$ cat config.mk
export PLATFORM = sky130hd
export DESIGN_NAME = base64_stream_encoder_unit
export DESIGN_NICKNAME = d
export VERILOG_FILES = /design/src/hdl/b64se_pkg.sv /design/src/hdl/base64_stream_encoder_unit.sv
export VERILOG_INCLUDE_DIRS = /design/src /design/src/hdl
export SDC_FILE = /design/constraint.sdc
export NUM_CORES = 1
export LEC_CHECK = 0
export BUFFER_PORTS_ARGS = -buffer_cell sky130_fd_sc_hd__buf_4
export CAP_MARGIN = 10
export CORE_UTILIZATION = 45
export DETAILED_ROUTE_END_ITERATION = 16
export HOLD_SLACK_MARGIN = 0.1
export PLACE_DENSITY = 0.68
export SETUP_SLACK_MARGIN = 0.5
export SLEW_MARGIN = 10
export SYNTH_ARGS = -nofsm -noshare
export SYNTH_HDL_FRONTEND = slang
export SYNTH_SLANG_ARGS = --single-unit
$ cat constraint.sdc
create_clock -name clk -period 7.2 [get_ports clk]
set_input_delay 1.44 -clock clk [delete_from_list [all_inputs] [get_ports clk]]
set_output_delay 1.44 -clock clk [all_outputs]
set_load 0.01 [all_outputs]
$ cat src/hdl/base64_stream_encoder_unit_defines.svh
// Assertion macros shared by the Base64 stream encoder RTL.
`ifndef BASE64_STREAM_ENCODER_UNIT_DEFINES_SVH
`define BASE64_STREAM_ENCODER_UNIT_DEFINES_SVH

// Checks a condition at every clock edge outside reset.
`define B64SE_ASSERT_ALWAYS(label, cond, msg) \
  label: assert property (@(posedge clk) disable iff (rst) (cond)) else $error(msg);

// Checks that a trigger is followed by a condition in the next cycle.
`define B64SE_ASSERT_NEXT(label, trig, cond, msg) \
  label: assert property (@(posedge clk) disable iff (rst) (trig) |=> (cond)) else $error(msg);

`endif

$ cat src/hdl/b64se_pkg.sv
// Package with register map codes and the Base64 symbol table for the encoder.
package b64se_pkg;

  // Register indexes on the configuration port (byte address is 4 times the index).
  localparam logic [2:0] REG_URL_ALPHABET = 3'd0;
  localparam logic [2:0] REG_PAD_ENABLE   = 3'd1;
  localparam logic [2:0] REG_LINE_MAX     = 3'd2;
  localparam logic [2:0] REG_SEP_LEN      = 3'd3;
  localparam logic [2:0] REG_SEP_FIRST    = 3'd4;
  localparam logic [2:0] REG_SEP_SECOND   = 3'd5;

  // Widths and fixed values.
  localparam int unsigned AddrWidth  = 5;
  localparam int unsigned BurstDepth = 6;
  localparam logic [7:0]  PAD_CHAR   = 8'h3d;

  typedef logic [7:0] char_t;
  typedef logic [2:0] burst_cnt_t;

  // Maps a 6-bit value onto the standard or URL-safe alphabet.
  function automatic char_t sym(input logic [5:0] v, input logic url);
    char_t c;
    c = 8'h00;
    case (v) inside
      [6'd0:6'd25]:  c = 8'h41 + {2'b00, v};
      [6'd26:6'd51]: c = 8'h61 + {2'b00, v - 6'd26};
      [6'd52:6'd61]: c = 8'h30 + {2'b00, v - 6'd52};
      6'd62:         c = url ? 8'h2d : 8'h2b;
      default:       c = url ? 8'h5f : 8'h2f;
    endcase
    return c;
  endfunction

endpackage

$ cat src/hdl/base64_stream_encoder_unit.sv
// Streaming Base64 encoder with configurable alphabet, padding and line breaks.
//
// Usage: source bytes arrive on the slave stream (s_tdata, s_tlast marks the
// final byte of a message). Encoded characters and separator bytes leave on
// the master stream; m_tlast marks the final character of a message and is
// never set on a separator byte. Registers are written over the APB port; the
// user must do so only while the block is idle, as the block does not enforce it.
// The first character caused by a byte passes from the burst buffer into the
// output register, from which the receiver takes it.
// Throughput: one output character per cycle while m_tready is high. A byte
// is taken only while the burst buffer is empty or its last entry moves out
// in the same cycle. The two bytes after a full group follow back to back,
// but the byte after a group waits until its characters and any separator
// bytes have drained.
// Reset: configuration returns to standard alphabet, padding on, no line
// breaks, CR LF separator; the partial group and line position are cleared.
// Stall: with m_tready low the output register holds its character; the burst
// buffer keeps its entries, and s_tready stays low while any remain.
module base64_stream_encoder_unit (
  input  logic        clk,
  input  logic        rst,
  // Source stream
  input  logic        s_tvalid,
  output logic        s_tready,
  input  logic [7:0]  s_tdata,   // [7:0] data_byte
  input  logic        s_tlast,
  // Encoded stream
  output logic        m_tvalid,
  input  logic        m_tready,
  output logic [7:0]  m_tdata,   // [7:0] out_char
  output logic        m_tlast,
  // Configuration port
  input  logic        psel,
  input  logic        penable,
  input  logic        pwrite,
  input  logic [b64se_pkg::AddrWidth-1:0] paddr,
  input  logic [31:0] pwdata,
  output logic [31:0] prdata,
  output logic        pready
);

`include "base64_stream_encoder_unit_defines.svh"

  // Configuration registers.
  logic        url_alphabet;
  logic        pad_enable;
  logic [11:0] line_max;
  logic [1:0]  sep_len;
  logic [7:0]  sep_first;
  logic [7:0]  sep_second;

  // Encoder state.
  logic [15:0] held_bytes;
  logic [1:0]  held_count;
  logic [11:0] line_position;
  logic [15:0] held_bytes_next;
  logic [1:0]  held_count_next;
  logic [11:0] line_position_next;

  // Burst buffer and output register.
  b64se_pkg::char_t     burst_char [b64se_pkg::BurstDepth];
  logic                 burst_last [b64se_pkg::BurstDepth];
  b64se_pkg::burst_cnt_t burst_count;
  b64se_pkg::char_t     fill_char [b64se_pkg::BurstDepth];
  logic                 fill_last [b64se_pkg::BurstDepth];
  b64se_pkg::burst_cnt_t fill_count;
  logic                 out_valid;
  b64se_pkg::char_t     out_char;
  logic                 out_last;

  logic       cfg_write;
  logic       accept;
  logic       load;
  logic [2:0] reg_index;

  assign pready    = 1'b1;
  assign reg_index = paddr[b64se_pkg::AddrWidth-1:2];
  assign cfg_write = psel & penable & pwrite & pready;

  // Register writes.
  always_ff @(posedge clk) begin
    if (rst) begin
      url_alphabet <= 1'b0;
      pad_enable   <= 1'b1;
      line_max     <= 12'd0;
      sep_len      <= 2'd2;
      sep_first    <= 8'd13;
      sep_second   <= 8'd10;
    end else if (cfg_write) begin
      case (reg_index)
        b64se_pkg::REG_URL_ALPHABET: url_alphabet <= pwdata[0];
        b64se_pkg::REG_PAD_ENABLE:   pad_enable   <= pwdata[0];
        b64se_pkg::REG_LINE_MAX:     line_max     <= pwdata[11:0];
        b64se_pkg::REG_SEP_LEN:      sep_len      <= pwdata[1:0];
        b64se_pkg::REG_SEP_FIRST:    sep_first    <= pwdata[7:0];
        b64se_pkg::REG_SEP_SECOND:   sep_second   <= pwdata[7:0];
        default: ;
      endcase
    end
  end

  // Register reads.
  always_comb begin
    case (reg_index)
      b64se_pkg::REG_URL_ALPHABET: prdata = {31'd0, url_alphabet};
      b64se_pkg::REG_PAD_ENABLE:   prdata = {31'd0, pad_enable};
      b64se_pkg::REG_LINE_MAX:     prdata = {20'd0, line_max};
      b64se_pkg::REG_SEP_LEN:      prdata = {30'd0, sep_len};
      b64se_pkg::REG_SEP_FIRST:    prdata = {24'd0, sep_first};
      b64se_pkg::REG_SEP_SECOND:   prdata = {24'd0, sep_second};
      default:                     prdata = 32'd0;
    endcase
  end

  // Handshake: the buffer takes a new burst once it is empty or its last
  // entry moves to the output register in this cycle.
  assign load     = (burst_count != 3'd0) && (!out_valid || m_tready);
  assign s_tready = (burst_count == 3'd0) || ((burst_count == 3'd1) && load);
  assign accept   = s_tvalid && s_tready;

  // Burst for one source byte and the next encoder state.
  always_comb begin
    logic [23:0] bits;
    logic [7:0]  b0;
    logic [7:0]  b1;
    logic        lines_on;
    logic [11:0] lmax;
    logic [11:0] pos4;
    logic [1:0]  sep_count;
    for (int i = 0; i < b64se_pkg::BurstDepth; i++) begin
      fill_char[i] = b64se_pkg::PAD_CHAR;
      fill_last[i] = 1'b0;
    end
    fill_count         = 3'd0;
    held_bytes_next    = held_bytes;
    held_count_next    = held_count;
    line_position_next = line_position;
    bits      = {held_bytes, s_tdata};
    lmax      = {line_max[11:2], 2'b00};
    lines_on  = (line_max[11:2] != 10'd0);
    pos4      = line_position + 12'd4;
    sep_count = (sep_len == 2'd3) ? 2'd2 : sep_len;
    b0        = (held_count == 2'd0) ? s_tdata : held_bytes[15:8];
    b1        = s_tdata;

    if (held_count[1]) begin
      // Full group of three bytes gives four characters, plus the separator at a line end.
      fill_char[0] = b64se_pkg::sym(bits[23:18], url_alphabet);
      fill_char[1] = b64se_pkg::sym(bits[17:12], url_alphabet);
      fill_char[2] = b64se_pkg::sym(bits[11:6], url_alphabet);
      fill_char[3] = b64se_pkg::sym(bits[5:0], url_alphabet);
      fill_last[3] = s_tlast;
      fill_count   = 3'd4;
      held_bytes_next = 16'd0;
      held_count_next = 2'd0;
      if (lines_on) begin
        line_position_next = pos4;
        if (pos4 >= lmax) begin
          line_position_next = 12'd0;
          if (!s_tlast) begin
            fill_char[4] = sep_first;
            fill_char[5] = sep_second;
            fill_count   = 3'd4 + {1'b0, sep_count};
          end
        end
      end
    end else if (s_tlast && (held_count == 2'd0)) begin
      // Single final byte: two characters and, with padding on, two pad characters.
      fill_char[0] = b64se_pkg::sym(b0[7:2], url_alphabet);
      fill_char[1] = b64se_pkg::sym({b0[1:0], 4'b0000}, url_alphabet);
      fill_last[1] = !pad_enable;
      fill_last[3] = 1'b1;
      fill_count   = pad_enable ? 3'd4 : 3'd2;
    end else if (s_tlast) begin
      // Two final bytes: three characters and, with padding on, one pad character.
      fill_char[0] = b64se_pkg::sym(b0[7:2], url_alphabet);
      fill_char[1] = b64se_pkg::sym({b0[1:0], b1[7:4]}, url_alphabet);
      fill_char[2] = b64se_pkg::sym({b1[3:0], 2'b00}, url_alphabet);
      fill_last[2] = !pad_enable;
      fill_last[3] = 1'b1;
      fill_count   = pad_enable ? 3'd4 : 3'd3;
    end else if (held_count == 2'd1) begin
      held_bytes_next = {held_bytes[15:8], s_tdata};
      held_count_next = 2'd2;
    end else begin
      held_bytes_next = {s_tdata, 8'h00};
      held_count_next = 2'd1;
    end

    // End of message clears the group and the line.
    if (s_tlast) begin
      held_bytes_next    = 16'd0;
      held_count_next    = 2'd0;
      line_position_next = 12'd0;
    end
  end

  // Encoder state and buffer fill level.
  always_ff @(posedge clk) begin
    if (rst) begin
      held_bytes    <= 16'd0;
      held_count    <= 2'd0;
      line_position <= 12'd0;
      burst_count   <= 3'd0;
      out_valid     <= 1'b0;
    end else begin
      if (accept) begin
        held_bytes    <= held_bytes_next;
        held_count    <= held_count_next;
        line_position <= line_position_next;
        burst_count   <= fill_count;
      end else if (load) begin
        burst_count <= burst_count - 3'd1;
      end
      if (load) begin
        out_valid <= 1'b1;
      end else if (m_tready) begin
        out_valid <= 1'b0;
      end
    end
  end

  // Buffer entries shift toward the output; a new burst replaces them.
  always_ff @(posedge clk) begin
    if (accept) begin
      for (int i = 0; i < b64se_pkg::BurstDepth; i++) begin
        burst_char[i] <= fill_char[i];
        burst_last[i] <= fill_last[i];
      end
    end else if (load) begin
      for (int i = 0; i < b64se_pkg::BurstDepth - 1; i++) begin
        burst_char[i] <= burst_char[i+1];
        burst_last[i] <= burst_last[i+1];
      end
    end
    if (load) begin
      out_char <= burst_char[0];
      out_last <= burst_last[0];
    end
  end

  assign m_tvalid = out_valid;
  assign m_tdata  = out_char;
  assign m_tlast  = out_last;

  // Checks on the buffer and the encoder state.
  `B64SE_ASSERT_ALWAYS(a_burst_bound, burst_count <= 3'd6, "burst buffer overfilled")
  `B64SE_ASSERT_ALWAYS(a_held_bound, held_count != 2'd3, "held byte count out of range")
  `B64SE_ASSERT_ALWAYS(a_line_aligned, line_position[1:0] == 2'b00, "line position not aligned")
  `B64SE_ASSERT_NEXT(a_msg_end, accept && s_tlast, {held_count, line_position} == 14'd0, "end not cleared")
  `B64SE_ASSERT_NEXT(a_out_fill, (burst_count != 3'd0) && !out_valid, out_valid, "output not filled")

endmodule

# Word-level counts from Yosys, hierarchy flattened

Memories as Yosys holds them, arrays and structs flattened. A register that Yosys moved wholly into a read port is not among the register bits.
Cells that the tools add are included.

Bits in registers: 66
Memory bits (read-only): 0
Memories: 2
Word-level logic and storage cells: 273
Latch bits: 0
Input bits: 53
Bits in writable memories: 54

$mul: 0
$lt $le $gt $ge: 49
Shift operators: 0
Div/mod/pow operators: 0
Bitwise logic cells: 12
Multiplexer cells: 88
Eq/ne operators: 16
Reductions and logical operators: 50
$add $sub $neg: 43

Memories:

| name       | depth | width | rd ports | clocked after Yosys merged registers in | write ports | line                             | source |
|---|---|---|---|---|---|---|---|
| burst_char | 6     | 8     | 6        | 1                                       | 6           | base64_stream_encoder_unit.sv:61 | `b64se_pkg::char_t burst_char [b64se_pkg::BurstDepth];` |
| burst_last | 6     | 1     | 6        | 1                                       | 6           | base64_stream_encoder_unit.sv:62 | `logic burst_last [b64se_pkg::BurstDepth];` |

Operators by type and width:

| operator                                                        | count |
|---|---|
| 2-to-1 mux 8 bit                                                | 23 |
| adder 7 x 6 -> 8 bit (first input constant)                     | 16 |
| 2-to-1 mux 16 bit                                               | 8 |
| 2-to-1 mux 7 bit                                                | 15 |
| less-or-equal comparator 6 bit (second input constant)          | 16 |
| 2-to-1 mux 24 bit                                               | 3 |
| one-hot mux 12 bit (6 select lines)                             | 1 |
| adder 6 x 6 -> 7 bit (first input constant)                     | 8 |
| >= comparator 6 x 1 -> 1 bit (second input constant)            | 8 |
| >= comparator 6 x 5 -> 1 bit (second input constant)            | 8 |
| >= comparator 6 bit (second input constant)                     | 8 |
| less-or-equal comparator 6 x 5 -> 1 bit (second input constant) | 8 |
| 2-to-1 mux 12 bit                                               | 4 |
| subtractor 6 x 5 -> 6 bit (second input constant)               | 8 |
| subtractor 6 bit (second input constant)                        | 8 |
| == test 6 bit (second input constant)                           | 6 |
| 2-to-1 mux 3 bit                                                | 11 |
| logical AND 1 bit                                               | 28 |
| 2-to-1 mux 1 bit                                                | 16 |
| 2-to-1 mux 2 bit                                                | 7 |
| AND reduction 2 bit                                             | 7 |
| adder 12 x 3 -> 12 bit (second input constant)                  | 1 |
| >= comparator 12 bit                                            | 1 |
| bitwise OR 1 bit                                                | 10 |
| other kinds (17)                                                | 29 |

# Longest topological paths before layout

Gate-level depths: netlist (run 1).

Depth after elaboration: 11
Depth in mapped cells: 13

# Worst setup path before layout (run 1)

Ideal clock, no wire load.

Path type: input port to flip-flop
Start point: input m_tready
End point: memory burst_char[0][0] (netlist bit), enable pin
Stages on the path: 3
Data required time: 6694 ps
Setup slack: 1907 ps
Setup time: 506 ps
Arrival time: 4787 ps
Cell sequence: nand2b_1 > inv_1 > o21ai_0

RTL lines:

| what            | line                             | source |
|---|---|---|
| start, declared | base64_stream_encoder_unit.sv:29 | `input logic m_tready,` |
| end, declared   | base64_stream_encoder_unit.sv:61 |  |

==> results.txt, run 1 <==
startpoint types - input port
ant diodes - 0
CTS tree - yes
switching power of the nets - 1420 uW
initial drt markers - 759
power per cell area - 303 mW/mm^2
DR vias - 9291
Least-Margin Pin Slew - 1.11 ns
Period minus WS final - 4.33 ns
Final Skew - 0.00800 ns
CTS Root Cell - clkbuf_16
nets - 1381
Syn Std Cell Area - 0.0102 sq mm
Syn. warnings - 0
CTS buffer count - 17
WS Path Type - in2reg
Max Fclk - 0.231 GHz
initial core utilization - 46.3%
postcts setup bufs - 0
kind of end point of the critical path - register
DR vias/cell - 6.08
DR WL/cell - 19.0 um
clk_lat worst skew - 0.42 ns
H-tree depth - 4
CP max stage cell - a2111oi_0
Hold Path Class - reg2reg
synth unique cells - 82
final wirelength - 29.0 mm
internal power - 2000 uW
number of core rows - 54
Slew HR - 25.7%
status - complete, no violations
PortBufs - 53
largest net degree at the start of global routing - 57
Finish-stage setup viols - 0
Worst Reg-to-Reg Cells - 11
Post-synth EDFFs - 61
maximum net fanout on the critical path - 14
die area - 0.0233 sq mm
largest cells by area after synthesis - edfxtp_1, dfxtp_1, ha_1
static leakage - 0.00427 uW
crit-path cells - buf_4, clkinv_1, ha_1, or3b_2, and2_0, a32o_1, a2111oi_0, o32a_1
Final period util - 60.2%
GRT Residual Overflow - 0
Final Hold Viols - 0
core area - 0.0220 sq mm
critical path arrival - 4.62 ns
slowest cell delay on critical path - 0.59 ns
ys async rst share - 0%
post-route setup TNS - 0 ns
flop2flop setup slack - 3.43 ns
fillers - 2066
VDD IR max - 168 uV
switching part of the total power - 41.5%
# Max-Cap Violations - 0
vias in the first global route - 8652
top_reg_cell synth - dfxtp_1
count of pins over their slew limit - 0
Mean Syn Cell Area - 8.38 sq um
area delta synth->final - 10.7%
Die Span Y - 153 um
Tot GR Track Use - 25.2%
share of post-route cells with drive strength above 1 - 10.3%
die width - 153 um
hold_buf cts - 0
DRC Markers - 0
Synth Instances - 1217
Post-CTS Resized - 0
Gate power share - 42.2%
sequential area share after synthesis - 30.5%
Detailed Place HPWL - 20.5 mm
Flop pwr share - 32.9%
initial antenna violation count - 0
IO Pins - 97
Yosys top cell by area - edfxtp_1
first-pass GRT wire length - 46.6 mm
#FFs+latches synth - 125
Clock Tree Buf Depth - 2
DRT Pass-1 Iters - 8
Routability Congestion - 0.953
area share of the largest cell type after synthesis - 18.0%
hold path cells - 0
Detail Route Antenna Nets - 0
Required @ worst endpoint - 7.49 ns
clk sinks - 125
RSZ-0062 raised after global routing - false
Clock transition at path regs - 0.06 ns
Power Total - 3420 uW
clock share of power - 24.9%
==> per-layer routing <==
metal | global-route usage, % | vias up | routed length (um) | share of wire, %
met5 | 0 | - | 0 | 0
met4 | 7.36 | 0 | 574 | 2.0
met3 | 3.98 | 54 | 2010 | 6.9
met2 | 41.0 | 385 | 13500 | 47
met1 | 34.4 | 4427 | 12900 | 44
li1 | - | 4425 | - | -
==> logic make-up (layout without fill, tap and decap cells) <==
family,after synthesis,in the layout,share of synthesized area (%)
adder cells (fa/ha/maj),95,95,11.6
multiplexers,40,40,4.04
AND/OR/NAND/NOR,417,417,19.5
buffers and inverters,128,140,5.64
other,2,21,0.0736
AO/OA/AOI/OAI,340,340,22.6
flip-flops,125,125,30.5
XOR/XNOR,70,70,6.01
==> placed cells by master, fill, tap and decap left out, types with 41 or more instances in the layout <==
cell and count:
ha_1 93, xnor2_1 41, nor2_1 76, o21ai_0 60
inv_1 43, a21oi_1 94, buf_4 62, nand2_1 169
dfxtp_1 64, edfxtp_1 61
==> metrics by stage <==
stage / area (sq um) / hold slack (ns) / util, % / instances / worst slack [ns]
floorplan: 10300 / 0.400 / - / 1236 / 1.91
global placement: 10700 / 0.401 / 48.6 / 1496 / 2.54
detailed placement: 10700 / 0.405 / 48.6 / 1496 / 2.56
CTS: 11300 / 0.421 / 51.3 / 1528 / 2.99
global route: 11300 / 0.435 / 51.3 / 1528 / 2.78
finish: 11300 / 0.420 / 51.3 / 1528 / 2.87
==> final timing paths <==
| path | startpoint | to |
|---|---|---|
| setup / recovery | s_tdata[5] | burst_char[1][5]$_DFFE_PP_ |
| hold / removal | burst_char[0][1]$_DFFE_PP_ | m_tdata[1]$_DFFE_PP_ |
| setup reg to reg | held_count[0]$_SDFFE_PP0P_ | burst_char[0][5]$_DFFE_PP_ |
| hold reg to reg | burst_char[0][1]$_DFFE_PP_ | m_tdata[1]$_DFFE_PP_ |
==> critical path: cells and delay by family <==
family / cells / cell delay (ns)
adders and majority gates: 1 / 0.52
and+or+nand+nor: 2 / 0.80
buffers and inverters: 2 / 0.74
AOI/OAI and AO/OA: 3 / 1.12
==> state kept, by name (all words and copies together), names as in the netlist, 2 cells and up <==
register       flops
burst_count        3
sep_first          8
held_count         2
burst_char        48
sep_second         8
line_position     10
line_max          12
m_tdata            8
burst_last         4
held_bytes        16
sep_len            2
==> power by group through the flow <==
stage               sequential [uW]  combinational [uW]  clock [uW]
floorplan                      1110                1010           0
global placement               1130                1410           0
detailed placement             1140                1420           0
CTS                            1120                1430         860
global route                   1140                1570         890
finish                         1120                1440         850
==> final cells by class <==
cell class	instances	area, sq um	share of cell area, %
inverters	46	173	1.53
repair buffers	62	465	4.12
flip-flops and latches	125	3110	27.6
clock buffers	18	450	3.99
clock inverters	14	139	1.23
multi-input cells	983	6600	58.5
well taps	280	350	3.10
==> synthesized netlist by cell type, drive strengths merged (6+ instances only) <==
| cell type | instances |
|---|---|
| nand3 | 25 |
| o211ai | 7 |
| or3 | 6 |
| mux2i | 34 |
| nor4 | 7 |
| clkbuf | 46 |
| a221oi | 8 |
| xnor2 | 41 |
| a21boi | 8 |
| a21oi | 94 |
| edfxtp | 61 |
| nand2 | 169 |
| ha | 93 |
| nand4 | 13 |
| o2111ai | 6 |
| a211oi | 11 |
| nor3 | 19 |
| o221ai | 6 |
| mux2 | 6 |
| buf | 36 |
| nand2b | 20 |
| a211o | 11 |
| a31oi | 20 |
| o21ai | 67 |
| inv | 43 |
| o31ai | 10 |
| nor2b | 25 |
| nand3b | 7 |
| a2bb2oi | 6 |
| or2 | 11 |
| xor2 | 29 |
| a22oi | 6 |
| a21o | 19 |
| nor2 | 77 |
| dfxtp | 64 |
| and3 | 6 |
| o32ai | 6 |
| and2 | 14 |
(Power assumes the default switching activity.)
==> run 2: changes to the inputs <==
- PLACE_DENSITY: 0.68 -> 0.71
- clock period: 7.2 -> 3.9 ns (I/O delays scaled with it)
==> results.txt, run 2 (synthesis gave the netlist of run 1 again) <==
status - complete, no violations
DR vias - 9387 (+1.0%)
nets - 1411 (+2.2%)
Finish-stage setup viols - 0 (unchanged)
PortBufs - 53 (unchanged)
number of core rows - 54 (unchanged)
hold path cells - 0 (unchanged)
initial antenna violation count - 0 (unchanged)
Gate power share - 43.3% (+1.1 points)
hold_buf cts - 0 (unchanged)
H-tree depth - 4 (unchanged)
launch point of the worst path - s_tdata[4]
clock share of power - 24.6% (-0.3 points)
Util after Layout - 52.3% (+1.1 points)
count of pins over their slew limit - 0 (unchanged)
Critical path destination - burst_char[1][5]$_DFFE_PP_
R2R Path Start - line_position[2]$_SDFFE_PP0P_
first-pass GRT wire length - 46.7 mm (+0.34%)
flop2flop setup slack - 0.75 ns (-2.68 ns)
WS Path Type - in2reg
die area - 0.0233 sq mm (unchanged)
DRC Markers - 0 (unchanged)
Worst Reg-to-Reg Cells - 10 (-1)
initial drt markers - 852 (+12%)
Clock Tree Buf Depth - 2 (unchanged)
Least-Margin Pin Slew - 1.09 ns (-0.0258 ns)
DR WL/cell - 19.0 um (about the same)
Final Skew - 0.00987 ns (+0.00187 ns)
Required @ worst endpoint - 4.19 ns (-3.30 ns)
Final Hold Viols - 0 (unchanged)
fillers - 2082 (+0.77%)
switching power of the nets - 2630 uW (+85%)
largest net degree at the start of global routing - 57 (unchanged)
postcts setup bufs - 0 (unchanged)
GRT Residual Overflow - 0 (unchanged)
Period minus WS final - 3.16 ns
Routability Congestion - 0.910 (-4.5%)
vias in the first global route - 8691 (+0.45%)
startpoint types - input port
clk_lat worst skew - 0.43 ns (about the same)
critical path arrival - 3.44 ns (-1.18 ns)
ant diodes - 0 (unchanged)
CTS tree - yes
area delta synth->final - 13.0%
Hold Path Class - reg2reg
Die Span Y - 153 um (unchanged)
power per cell area - 555 mW/mm^2 (+83%)
kind of end point of the critical path - register
R2R Path End - line_position[9]$_SDFFE_PP0P_
core area - 0.0220 sq mm (unchanged)
CTS buffer count - 17 (unchanged)
Detailed Place HPWL - 21.2 mm (+3.4%)
initial core utilization - 46.3% (unchanged)
# Max-Cap Violations - 0 (unchanged)
most frequent cells in the layout - nand2_1, a21oi_1, ha_1
Biggest register - burst_char
CTS Root Cell - clkbuf_16
maximum net fanout on the critical path - 18 (+4)
Regs by FF count - burst_char (48), held_bytes (16), line_max (12)
Power Total - 6390 uW (+87%)
Post-CTS Resized - 0 (unchanged)
Detail Route Antenna Nets - 0 (unchanged)
commonest non-fill, non-tap cell in the layout - nand2_1
DRT Pass-1 Iters - 7 (-1)
Tot GR Track Use - 25.4% (+0.25 points)
post-route setup TNS - 0 ns (unchanged)
share of post-route cells with drive strength above 1 - 12.6% (+2.3 points)
DR vias/cell - 6.03 (-0.91%)
Clock transition at path regs - 0.06 ns (about the same)
static leakage - 0.00442 uW (+3.5%)
Final period util - 80.9%
Flop pwr share - 32.1% (-0.8 points)
switching part of the total power - 41.2% (-0.36 points)
final wirelength - 29.6 mm (+1.9%)
clk sinks - 125 (unchanged)
Hold Slack - 0.417 ns (-0.00287 ns)
IO Pins - 97 (unchanged)
Slew HR - 27.2% (+1.5 points)
Max Fclk - 0.317 GHz
internal power - 3760 uW (+88%)
RSZ-0062 raised after global routing - false
die width - 153 um (unchanged)
Largest register FFs - 48 (unchanged)
VDD IR max - 314 uV (+87%)
==> run 2: how the worst min path moves through the flow <==
stage	to	start	slack, ns
after global routing	m_tdata[6]$_DFFE_PP_	burst_char[0][6]$_DFFE_PP_	0.42
after floorplan	m_tdata[0]$_DFFE_PP_	burst_char[0][0]$_DFFE_PP_	0.40
after CTS	m_tdata[6]$_DFFE_PP_	burst_char[0][6]$_DFFE_PP_	0.42
after global placement	m_tdata[3]$_DFFE_PP_	burst_char[0][3]$_DFFE_PP_	0.40
after detailed placement	m_tdata[6]$_DFFE_PP_	burst_char[0][6]$_DFFE_PP_	0.41
final	m_tdata[0]$_DFFE_PP_	burst_char[0][0]$_DFFE_PP_	0.42
==> run 2: metal layers <==
metal / vias to the layer above / track usage [%] / share of wire [%]
met1: 4474 / 33.9 / 44
met5: - / 0 / 0
met4: 0 / 10.7 / 3.5
met3: 74 / 4.12 / 6.1
li1: 4469 / - / -
met2: 370 / 40.9 / 46
==> run 2: metrics by stage <==
stage          instance area [sq um]  instances  setup WS [ns]
3_5_place_dp                   10900       1526          0.386
4_1_cts                        11500       1558          0.696
3_3_place_gp                   10900       1526          0.422
6_report                       11500       1558          0.743
5_1_grt                        11500       1558          0.524
2_1_floorplan                  10300       1236          0.665
==> run 2: power groups by stage <==
stage	Sequential, uW	Combinational [uW]	Clock [uW]
2_1_floorplan	2020	1870	0
3_3_place_gp	2070	2700	0
3_5_place_dp	2080	2710	0
4_1_cts	2050	2730	1580
5_1_grt	2090	3020	1640
6_report	2050	2770	1570
==> run 2: worst max-delay path, cell delays in order <==
cell and delay, ns:
buf_4 0.26, inv_1 0.17, ha_1 0.24, or3b_2 0.51, and2_0 0.29, a32o_1 0.31
a2111oi_0 0.52, buf_4 0.21, o32a_1 0.13
==> run 2: area by class of cell <==
type / count / area, sq um / share of cell area, %
Multi-Input combinational cell: 983 / 6610 / 57.4
Sequential cell: 125 / 3110 / 27.0
Timing Repair Buffer: 92 / 691 / 5.99
Clock buffer: 18 / 450 / 3.91
Tap cell: 280 / 350 / 3.04
Inverter: 46 / 173 / 1.50
Clock inverter: 14 / 136 / 1.18
